**config.mk**
```make
export PLATFORM = sky130hd
export DESIGN_NAME = modular_exponentiation
export DESIGN_NICKNAME = d
export VERILOG_FILES = /design/src/mexp_pkg.sv /design/src/modular_exponentiation.sv /design/src/mexp_mulmod.sv /design/src/mexp_datapath.sv /design/src/mexp_ctrl.sv
export SDC_FILE = /design/constraint.sdc
export NUM_CORES = 1
export LEC_CHECK = 0
export ABC_AREA = 1
export BUFFER_PORTS_ARGS = -buffer_cell sky130_fd_sc_hd__buf_2
export CORE_UTILIZATION = 35
export CTS_CLUSTER_SIZE = 20
export DETAILED_ROUTE_END_ITERATION = 8
export GPL_ROUTABILITY_DRIVEN = 0
export PLACE_DENSITY = 0.48
export SYNTH_ARGS = -nofsm -noshare
export SYNTH_HDL_FRONTEND = slang
export SYNTH_SLANG_ARGS = --single-unit
```
**constraint.sdc**
```tcl
create_clock -name clk -period 8.95 [get_ports clk]
set_input_delay 1.79 -clock clk [delete_from_list [all_inputs] [get_ports clk]]
set_output_delay 1.79 -clock clk [all_outputs]
set_load 0.05 [all_outputs]
```
**src/mexp_pkg.sv**
```systemverilog
// Shared constants, operation codes and controller/datapath interface types.
package mexp_pkg;

	localparam int FIELD_W    = 32;  // port width of message, result and registers
	localparam int MEXP_WIDTH = 32;  // default operand width
	localparam int CFG_IDX_W  = 1;

	localparam logic [CFG_IDX_W-1:0] CFG_MODULUS  = 1'b0;
	localparam logic [CFG_IDX_W-1:0] CFG_EXPONENT = 1'b1;

	typedef enum logic [1:0] {
		OP_REDUCE = 2'd0,  // message * 1 mod n -> base
		OP_MUL    = 2'd1,  // acc * base mod n  -> acc
		OP_SQR    = 2'd2   // base * base mod n -> base
	} op_t;

	typedef struct packed {
		logic load;       // capture message, copy registers, acc = 1
		logic clear;      // acc = 0 (modulus below two)
		logic mul_start;  // launch modular multiply
		op_t  op;         // operand selection for the launch
		logic shift;      // advance to next exponent bit
	} cmd_t;

	typedef struct packed {
		logic mul_busy;
		logic mul_done;
		logic e_bit;      // current exponent bit
		logic last_bit;   // current bit is the top one
		logic n_small;    // latched modulus below two
	} status_t;

endpackage

```
**src/modular_exponentiation.sv**
```systemverilog
// Top level: modular exponentiation by right-to-left square and multiply.
//
// A request is taken when start is high and busy is low; it carries one message
// value and returns message ** exponent mod modulus on result, valid for exactly
// one cycle while done is high. The receiver cannot stall, so capture result
// whenever done is seen. Modulus and exponent are written through the cfg_* port
// (index 0 modulus, reset 2; index 1 exponent, reset 1); the user must write them
// only while the block is idle, which the block does not enforce. A modulus below
// two yields 0 and an exponent of zero yields 1. One request is processed at a
// time. All arithmetic goes through a single iterative modular multiplier that
// consumes one multiplier bit per cycle, VW = min(WIDTH, 32) bits per product.
// A new request may be presented in the cycle done is high.
module modular_exponentiation #(
	parameter int WIDTH = mexp_pkg::MEXP_WIDTH
) (
	input  logic                            clk,
	input  logic                            arst_n,
	// configuration write port
	input  logic                            cfg_we,
	input  logic [mexp_pkg::CFG_IDX_W-1:0]  cfg_addr,
	input  logic [mexp_pkg::FIELD_W-1:0]    cfg_wdata,
	// request
	input  logic                            start,
	input  logic [mexp_pkg::FIELD_W-1:0]    message,
	output logic                            busy,
	// result strobe
	output logic                            done,
	output logic [mexp_pkg::FIELD_W-1:0]    result
);
	import mexp_pkg::*;

	cmd_t    cmd;     // controller -> datapath
	status_t status;  // datapath -> controller

	// controller: one-hot FSM stepping through reduce, then multiply/square per bit
	mexp_ctrl u_ctrl (
		.clk    (clk),
		.arst_n (arst_n),
		.start  (start),
		.status (status),
		.cmd    (cmd),
		.busy   (busy),
		.done   (done)
	);

	// datapath: registers, exponent scan, shared modular multiplier; result holds
	// the accumulator, which is final while done is high
	mexp_datapath #(.WIDTH(WIDTH)) u_datapath (
		.clk       (clk),
		.arst_n    (arst_n),
		.cfg_we    (cfg_we),
		.cfg_addr  (cfg_addr),
		.cfg_wdata (cfg_wdata),
		.message   (message),
		.cmd       (cmd),
		.status    (status),
		.result    (result)
	);

endmodule

```
**src/mexp_mulmod.sv**
```systemverilog
// Iterative interleaved modular multiplier, one multiplier bit per cycle.
module mexp_mulmod #(
	parameter int VW = 32
) (
	input  logic          clk,
	input  logic          arst_n,
	input  logic          start,
	input  logic [VW-1:0] a,
	input  logic [VW-1:0] b,   // must be below n
	input  logic [VW-1:0] n,
	output logic          busy,
	output logic          done,
	output logic [VW-1:0] p
);
	localparam int CW = $clog2(VW);

	logic          busy_q;
	logic          done_q;
	logic [CW-1:0] cnt_q;
	logic [VW-1:0] a_q;
	logic [VW-1:0] b_q;
	logic [VW-1:0] n_q;
	logic [VW-1:0] r_q;

	logic [VW:0] dbl;
	logic [VW:0] dbl_red;
	logic [VW:0] sum;
	logic [VW:0] sum_red;

	// r = 2r mod n, then r = r + b mod n if the multiplier bit is set
	always_comb begin
		dbl     = {r_q, 1'b0};
		dbl_red = (dbl >= {1'b0, n_q}) ? dbl - {1'b0, n_q} : dbl;
		sum     = dbl_red + (a_q[VW-1] ? {1'b0, b_q} : '0);
		sum_red = (sum >= {1'b0, n_q}) ? sum - {1'b0, n_q} : sum;
	end

	always_ff @(posedge clk or negedge arst_n) begin
		if (!arst_n) begin
			busy_q <= 1'b0;
			done_q <= 1'b0;
			cnt_q  <= '0;
		end else begin
			done_q <= 1'b0;
			if (start && !busy_q) begin
				busy_q <= 1'b1;
				cnt_q  <= '0;
			end else if (busy_q) begin
				cnt_q <= cnt_q + 1'b1;
				if (cnt_q == CW'(VW - 1)) begin
					busy_q <= 1'b0;
					done_q <= 1'b1;
				end
			end
		end
	end

	always_ff @(posedge clk) begin
		if (start && !busy_q) begin
			a_q <= a;
			b_q <= b;
			n_q <= n;
			r_q <= '0;
		end else if (busy_q) begin
			a_q <= {a_q[VW-2:0], 1'b0};
			r_q <= sum_red[VW-1:0];
		end
	end

	assign busy = busy_q;
	assign done = done_q;
	assign p    = r_q;

	a_rem_below_mod: assert property (@(posedge clk) disable iff (!arst_n)
		busy_q |-> (r_q < n_q))
		else $error("partial remainder not below modulus");

	a_done_after_busy: assert property (@(posedge clk) disable iff (!arst_n)
		done_q |-> $past(busy_q))
		else $error("multiply done without a running multiply");

endmodule

```
**src/mexp_datapath.sv**
```systemverilog
// Datapath: configuration registers, operand registers, bit counter, multiplier.
module mexp_datapath #(
	parameter int WIDTH = 32
) (
	input  logic                            clk,
	input  logic                            arst_n,
	input  logic                            cfg_we,
	input  logic [mexp_pkg::CFG_IDX_W-1:0]  cfg_addr,
	input  logic [mexp_pkg::FIELD_W-1:0]    cfg_wdata,
	input  logic [mexp_pkg::FIELD_W-1:0]    message,
	input  mexp_pkg::cmd_t                  cmd,
	output mexp_pkg::status_t               status,
	output logic [mexp_pkg::FIELD_W-1:0]    result
);
	import mexp_pkg::*;

	// exponent bits above the field width are zero, so only VW bits are scanned
	localparam int VW = (WIDTH < FIELD_W) ? WIDTH : FIELD_W;
	localparam int CW = $clog2(VW);

	logic [VW-1:0] modulus_q;
	logic [VW-1:0] exponent_q;

	logic [VW-1:0] n_q;
	logic [VW-1:0] e_q;
	logic [VW-1:0] msg_q;
	logic [VW-1:0] acc_q;
	logic [VW-1:0] base_q;
	logic [CW-1:0] cnt_q;
	op_t           op_q;

	logic [VW-1:0] mul_a;
	logic [VW-1:0] mul_b;
	logic [VW-1:0] mul_p;
	logic          mul_busy;
	logic          mul_done;

	always_ff @(posedge clk or negedge arst_n) begin
		if (!arst_n) begin
			modulus_q  <= VW'(2);
			exponent_q <= VW'(1);
		end else if (cfg_we) begin
			case (cfg_addr)
				CFG_MODULUS:  modulus_q  <= cfg_wdata[VW-1:0];
				CFG_EXPONENT: exponent_q <= cfg_wdata[VW-1:0];
				default: ;
			endcase
		end
	end

	always_comb begin
		case (cmd.op)
			OP_REDUCE: begin
				mul_a = msg_q;
				mul_b = VW'(1);
			end
			OP_MUL: begin
				mul_a = acc_q;
				mul_b = base_q;
			end
			OP_SQR: begin
				mul_a = base_q;
				mul_b = base_q;
			end
			default: begin
				mul_a = base_q;
				mul_b = base_q;
			end
		endcase
	end

	mexp_mulmod #(.VW(VW)) u_mulmod (
		.clk    (clk),
		.arst_n (arst_n),
		.start  (cmd.mul_start),
		.a      (mul_a),
		.b      (mul_b),
		.n      (n_q),
		.busy   (mul_busy),
		.done   (mul_done),
		.p      (mul_p)
	);

	always_ff @(posedge clk) begin
		if (cmd.load) begin
			n_q   <= modulus_q;
			e_q   <= exponent_q;
			msg_q <= message[VW-1:0];
			acc_q <= VW'(1);
			cnt_q <= '0;
		end else begin
			if (cmd.clear)
				acc_q <= '0;
			if (mul_done) begin
				case (op_q)
					OP_MUL:  acc_q  <= mul_p;
					default: base_q <= mul_p;
				endcase
			end
			if (cmd.shift) begin
				e_q   <= e_q >> 1;
				cnt_q <= cnt_q + 1'b1;
			end
		end
		if (cmd.mul_start)
			op_q <= cmd.op;
	end

	always_comb begin
		status.mul_busy = mul_busy;
		status.mul_done = mul_done;
		status.e_bit    = e_q[0];
		status.last_bit = (cnt_q == CW'(VW - 1));
		status.n_small  = (n_q < VW'(2));
	end

	assign result = FIELD_W'(acc_q);

endmodule

```
**src/mexp_ctrl.sv**
```systemverilog
// Controller: sequences reduction, multiply and square steps per exponent bit.
module mexp_ctrl (
	input  logic               clk,
	input  logic               arst_n,
	input  logic               start,
	input  mexp_pkg::status_t  status,
	output mexp_pkg::cmd_t     cmd,
	output logic               busy,
	output logic               done
);
	import mexp_pkg::*;

	typedef enum logic [6:0] {
		S_IDLE = 7'b0000001,
		S_CHK  = 7'b0000010,
		S_WRED = 7'b0000100,
		S_BIT  = 7'b0001000,
		S_WMUL = 7'b0010000,
		S_WSQR = 7'b0100000,
		S_DONE = 7'b1000000
	} state_t;

	state_t state_q;
	state_t state_d;
	logic   idle;

	assign idle = (state_q == S_IDLE) || (state_q == S_DONE);

	always_comb begin
		state_d       = state_q;
		cmd           = '0;
		cmd.op        = OP_SQR;
		case (state_q)
			S_IDLE, S_DONE: begin
				state_d = S_IDLE;
				if (start) begin
					cmd.load = 1'b1;
					state_d  = S_CHK;
				end
			end
			S_CHK: begin
				if (status.n_small) begin
					cmd.clear = 1'b1;
					state_d   = S_DONE;
				end else begin
					cmd.mul_start = 1'b1;
					cmd.op        = OP_REDUCE;
					state_d       = S_WRED;
				end
			end
			S_WRED: begin
				if (status.mul_done)
					state_d = S_BIT;
			end
			S_BIT: begin
				cmd.mul_start = 1'b1;
				if (status.e_bit) begin
					cmd.op  = OP_MUL;
					state_d = S_WMUL;
				end else begin
					cmd.op  = OP_SQR;
					state_d = S_WSQR;
				end
			end
			S_WMUL: begin
				if (status.mul_done) begin
					cmd.mul_start = 1'b1;
					cmd.op        = OP_SQR;
					state_d       = S_WSQR;
				end
			end
			S_WSQR: begin
				if (status.mul_done) begin
					cmd.shift = 1'b1;
					state_d   = status.last_bit ? S_DONE : S_BIT;
				end
			end
			default: state_d = S_IDLE;
		endcase
	end

	always_ff @(posedge clk or negedge arst_n) begin
		if (!arst_n)
			state_q <= S_IDLE;
		else
			state_q <= state_d;
	end

	assign busy = !idle;
	assign done = (state_q == S_DONE);

	a_no_launch_busy: assert property (@(posedge clk) disable iff (!arst_n)
		status.mul_busy |-> !cmd.mul_start)
		else $error("multiply launched while multiplier busy");

	a_strobe_single: assert property (@(posedge clk) disable iff (!arst_n)
		done |=> !done)
		else $error("result strobe longer than one cycle");

	a_accept_busy: assert property (@(posedge clk) disable iff (!arst_n)
		(start && !busy) |=> busy)
		else $error("accepted request did not make block busy");

endmodule

```
==> run_results.csv, run 1 <==
group,metric,value,unit
critical_path,required,9.41,ns
grt,overflow,0,
routing,ant_nets,0,
clocking,clock-sinks,373,
floorplan,core_area,0.0580,mm2
critical_path,path_class,"flip-flop to flip-flop",
routing,drt_pass1_iterations,7,
min_path,hold_path.class,"flip-flop to flip-flop",
floorplan,die-width,245,um
clocking,post_cts_resized,0,
finish,fillers,5923,
critical_path,r2r_end,"u_datapath.u_mulmod.p[26]$_SDFFE_PP0P_",
routing,routed_wl,62300,um
yosys,syn_inst,2495,
timing,setup_violations,0,
grt,grt_pass1_vias,16500,
floorplan,initial_core_util,0.356,
finish,multi_input_area,0.00894,mm2
timing,fin_crit,7.84,ns
run,maxCapViolCount,0,
routing,drcViolationCount,0,
critical_path,cp.depth,34,
finish,drive_above_1_share,0.0795,
routing,avgViaCountPerCell,5.07,
critical_path,critPathMaxStageDelay,0.57,ns
finish,nets,2754,
clocking,cts_setup_buffers,0,
yosys,yosysTopAreaCellShare,0.329,
grt,antenna_found_initial,1,
clocking,cts.htree.levels,2,
timing,grt_setup_unrepaired,"false",
timing,tightest_slew,1.11,ns
critical_path,crit_start,"u_datapath.u_mulmod.p[30]$_SDFFE_PP0P_",
timing,finClkSkew,0.0199,ns
yosys,synth.area.top_cells,"edfxtp_1, nand2_1, dfrtp_1, dfxtp_1, inv_1",
critical_path,arrival,8.30,ns
clocking,cts.hold.buffers_added,0,
critical_path,endpoint_kind,"flip-flop",
placement,io_buffers,102,
clocking,cts_buffer_depth,3,
clocking,clock-root-buffer,"clkbuf_16",
floorplan,rows,88,
finish,final_cell_mix,"nand2_1, inv_1, edfxtp_1, a21oi_1, nor2_1",
clocking,tritoncts,"done",
routing,num_vias,17100,
clocking,path_clk_slew,0.06,ns
finish,fin_cells,3382,
grt,grt_max_degree,70,
yosys,synth_fp_nets,2667,
finish,final_common_cell,"nand2_1",
clocking,clk_latency,0.58,ns
floorplan,ios,103,
yosys,synth_top_cell_by_area,"edfxtp_1",
status,status,"complete, no violations",
yosys,synth_seq_area_share,0.490,
yosys,yosys_warnings,0,
clocking,cts_made_buffers,43,
critical_path,timing.rr.start,"u_datapath.u_mulmod.p[30]$_SDFFE_PP0P_",
critical_path,reg2reg_depth,34,
finish,syn2layout_area_growth,12.7,%
timing,post-route-period-util,0.876,
placement,placed_cells,3302,
finish,num_antenna_cells,0,
critical_path,slowest_stage,"inv_1",
yosys,ys_types,50,
finish,finish.utilization,0.401,
finish,regArea,0.0101,mm2
routing,drt_iter0_markers,1315,
critical_path,cp_top_family,"simple AND/OR/NAND/NOR gates",
timing,drv_slew,0,
yosys,avgSynthCellArea,8.28,um2
grt,grtUsageTotal,0.207,
yosys,synth-seq-cells,373,
timing,hold_violations,0,
routing,wl_per_cell,18.4,um
timing,fmax,0.128,GHz
yosys,syn_area,0.0207,mm2
floorplan,die_y,245,um
critical_path,path_max_fanout,41,
critical_path,cp-endpoint,"u_datapath.u_mulmod.p[26]$_SDFFE_PP0P_",
timing,setup_tns,0,ns
critical_path,critPathLaunchType,"flip-flop",
critical_path,r2r_slack,1.11,ns
critical_path,path_common_cell,"nand2_1",
timing,maxSlewHeadroom,0.252,
critical_path,crit_buf_inv,5,
floorplan,die_area,0.0600,mm2
grt,grt_first_pass_wirelength,96600,um
placement,hpwlAfterDp,47200,um
-- Yosys cell counts, drive strengths merged --
master and n:
xnor2 34, nand3b 6, a41oi 1, fa 3, o21a 3, and2 1, nand3 92, or2 3
a31oi 21, nor3 23, inv 338, clkinv 2, buf 18, nand2 662, o21bai 14, nor4 8
dfrtp 75, a22o 2, a21oi 204, o2111ai 2, dfstp 3, a22oi 20, nor3b 1, xor2 43
nor2 194, clkbuf 60, o211a 1, nand4 50, edfxtp 226, o21ai 185, a211oi 3, a21boi 4
ha 100, a21o 14, o211ai 5, and3 5, dfxtp 69
-- metrics by stage --
stage	instance area, um2	setup WS [ns]	hold slack, ns
5_1_grt	23300	0.548	0.457
3_5_place_dp	21900	1.34	0.420
2_1_floorplan	20700	1.99	0.400
4_1_cts	23300	1.28	0.434
6_report	23300	1.11	0.436
3_3_place_gp	21900	1.33	0.411
-- area by class of cell --
| class | instances | share of cell area |
|---|---|---|
| tap | 765 | 0.0411 |
| multi-input combinational | 1704 | 0.384 |
| inverter | 340 | 0.0549 |
| sequential | 373 | 0.435 |
| clock buffer | 61 | 0.0517 |
| timing repair buffer | 120 | 0.0278 |
| clock inverter | 19 | 0.00564 |
-- worst register-to-register path: cells and delay by family (launching register included) --
kind	cells	cell delay, ns
and+or+nand+nor	18	3.17
AOI/OAI and AO/OA	7	1.33
buffers and inverters	5	1.25
adders and majority gates	3	1.23
DFF	1	0.41
xor gates and xnor gates	1	0.29
-- worst min path at each step --
stage                                         startpoint                                   end  slack (ns)  depth (start not counted)
CTS                          u_datapath.n_q[0]$_DFFE_PP_  u_datapath.u_mulmod.n_q[0]$_DFFE_PP_        0.43                          0
global placement             u_datapath.n_q[0]$_DFFE_PP_  u_datapath.u_mulmod.n_q[0]$_DFFE_PP_        0.41                          0
finish                       u_datapath.n_q[0]$_DFFE_PP_  u_datapath.u_mulmod.n_q[0]$_DFFE_PP_        0.44                          0
floorplan                    u_datapath.n_q[0]$_DFFE_PP_  u_datapath.u_mulmod.n_q[0]$_DFFE_PP_        0.40                          0
global route        u_datapath.modulus_q[28]$_DFFE_PN0P_          u_datapath.n_q[28]$_DFFE_PP_        0.46                          0
detailed placement           u_datapath.n_q[0]$_DFFE_PP_  u_datapath.u_mulmod.n_q[0]$_DFFE_PP_        0.42                          0
-- cells by family after synthesis --
family / synth area share
AOI/OAI and AO/OA: 0.127
xor gates and xnor gates: 0.0326
adders and majority gates: 0.0635
buffers and inverters: 0.0780
DFF: 0.490
and+or+nand+nor: 0.209
-- per-layer routing --
layer,share of wire,global-route usage
met3,0.045,0.0244
met2,0.47,0.347
met4,0.023,0.0537
met5,0,0
met1,0.46,0.283
Power of run 1 is not shown: default switching activity piles up to over one toggle a cycle in this logic, so the estimate is an artifact.
==> inputs of run 2 (changes only) <==
--- a/config.mk
+++ b/config.mk
@@ -11,7 +11,7 @@
 export CTS_CLUSTER_SIZE = 20
 export DETAILED_ROUTE_END_ITERATION = 8
 export GPL_ROUTABILITY_DRIVEN = 0
-export PLACE_DENSITY = 0.48
+export PLACE_DENSITY = 0.5
 export SYNTH_ARGS = -nofsm -noshare
 export SYNTH_HDL_FRONTEND = slang
 export SYNTH_SLANG_ARGS = --single-unit
==> constraint.sdc (replaced) <==
create_clock -name clk -period 7.1 [get_ports clk]
set_input_delay 0.355 -clock clk [delete_from_list [all_inputs] [get_ports clk]]
set_output_delay 0.355 -clock clk [all_outputs]
set_load 0.05 [all_outputs]
==> run_results.csv, run 2 (synthesized netlist as in run 1, its figures left out) <==
group,metric,value,unit
critical_path,path_max_fanout,41,
floorplan,core_area,0.0580,mm2
grt,overflow,0,
routing,drcViolationCount,0,
routing,ant_nets,0,
floorplan,initial_core_util,0.356,
critical_path,crit_start,"u_datapath.u_mulmod.n_q[9]$_DFFE_PP_",
routing,drt_iter0_markers,1448,
finish,final_cell_mix,"nand2_1, inv_1, edfxtp_1, a21oi_1, nor2_1",
min_path,hold_path.class,"input pin to flip-flop",
timing,finClkSkew,0.0177,ns
finish,num_antenna_cells,0,
critical_path,arrival,7.14,ns
critical_path,required,7.58,ns
routing,wl_per_cell,17.8,um
routing,avgViaCountPerCell,5.06,
timing,hold_violations,0,
floorplan,ios,103,
critical_path,endpoint_kind,"flip-flop",
routing,routed_wl,61300,um
critical_path,cp_top_family,"simple AND/OR/NAND/NOR gates",
finish,nets,2807,
critical_path,path_common_cell,"nand2_1",
timing,setup_violations,0,
floorplan,die_area,0.0600,mm2
finish,multi_input_area,0.00898,mm2
critical_path,critPathLaunchType,"flip-flop",
routing,drt_pass1_iterations,6,
grt,antenna_found_initial,0,
grt,grt_pass1_vias,16600,
clocking,clock-root-buffer,"clkbuf_16",
placement,io_buffers,102,
timing,maxSlewHeadroom,0.239,
clocking,tritoncts,"done",
clocking,clock-sinks,373,
finish,syn2layout_area_growth,15.9,%
critical_path,path_class,"flip-flop to flip-flop",
finish,regArea,0.0101,mm2
clocking,cts_made_buffers,44,
placement,hpwlAfterDp,46200,um
clocking,cts_buffer_depth,3,
timing,post-route-period-util,0.938,
floorplan,die_y,245,um
routing,num_vias,17400,
critical_path,critPathMaxStageDelay,0.40,ns
finish,final_common_cell,"nand2_1",
timing,tightest_slew,1.13,ns
floorplan,die-width,245,um
finish,drive_above_1_share,0.0903,
timing,drv_slew,0,
clocking,clk_latency,0.58,ns
clocking,path_clk_slew,0.06,ns
finish,fillers,5843,
clocking,cts.htree.levels,2,
critical_path,slowest_stage,"ha_1",
clocking,cts_setup_buffers,0,
critical_path,crit_buf_inv,8,
grt,grt_max_degree,70,
grt,grt_first_pass_wirelength,94600,um
timing,fin_crit,6.66,ns
timing,timing.hold.ws,0.0422,ns
run,maxCapViolCount,0,
grt,grtUsageTotal,0.202,
critical_path,timing.rr.start,"u_datapath.u_mulmod.n_q[9]$_DFFE_PP_",
floorplan,rows,88,
status,status,"complete, no violations",
min_path,min-delay-start,"cfg_wdata[0]",
timing,fmax,0.150,GHz
## run 2: changes by cell type in the layout (fill, tap and decap cells not counted), sizes merged
| cell | delta |
|---|---|
| nand3 | +1 |
| bufinv | +2 |
| buf | +16 |
| nand2 | +1 |
| dlygate4sd3 | +34 |
| clkinvlp | +2 |
| clkbuf | +1 |
| clkinv | -4 |
## run 2: routing by layer
metal	global-route usage	wire [um]
met1	0.276	27900
met2	0.327	28200
met3	0.0283	3170
met4	0.0721	2050
met5	0	0
## run 2: cell type report
class | count | share of cell area
repair buffers | 170 | 0.0471
clock inverters | 19 | 0.00878
clock buffers | 62 | 0.0530
inverters | 340 | 0.0533
flip-flops and latches | 373 | 0.423
well taps | 765 | 0.0400
multi-input cells | 1706 | 0.375
## run 2: worst register-to-register path, delay by kind of cell (launching register included)
family	cells	cell delay, ns
flip-flops	1	0.37
XOR/XNOR	1	0.28
AO/OA/AOI/OAI	8	1.85
AND/OR/NAND/NOR	14	1.93
buffers and inverters	8	1.01
adder cells (fa/ha/maj)	3	1.11
## run 2: timing repair
| action | 4_1_cts | 5_1_grt |
|---|---|---|
| hold buffers | 34 | 0 |
| endpoints found under the hold margin | 56 | 0 |
| resized for setup | 0 | 12 |
| endpoints found under the setup margin | 0 | 32 |
## run 2: final timing paths
path	cells after the start	slack (ns)	to
min in group asynchronous	2	0.21	u_datapath.exponent_q[10]$_DFFE_PN0P_
max in group asynchronous	3	5.86	u_ctrl.state_q[3]$_DFFE_PN0P_
setup reg to reg	34	0.44	u_datapath.u_mulmod.p[26]$_SDFFE_PP0P_
setup / recovery	34	0.44	u_datapath.u_mulmod.p[26]$_SDFFE_PP0P_
hold reg to reg	0	0.43	u_datapath.u_mulmod.n_q[0]$_DFFE_PP_
hold / removal	3	0.04	u_datapath.exponent_q[0]$_DFFE_PN1P_
## run 2: per-stage QoR
stage                     instances  instance area, um2  TNS (ns)  setup slack [ns]   util
after floorplan                2495               20700         0             0.135      -
after global placement         3318               22100         0             0.229  0.380
after detailed placement       3318               22100         0             0.203  0.380
after CTS                      3433               23900         0             0.157  0.412
after global routing           3435               24000   -0.0246          -0.00896  0.413
final                          3435               24000         0             0.440  0.413
Power of run 2 is left out for the same reason.
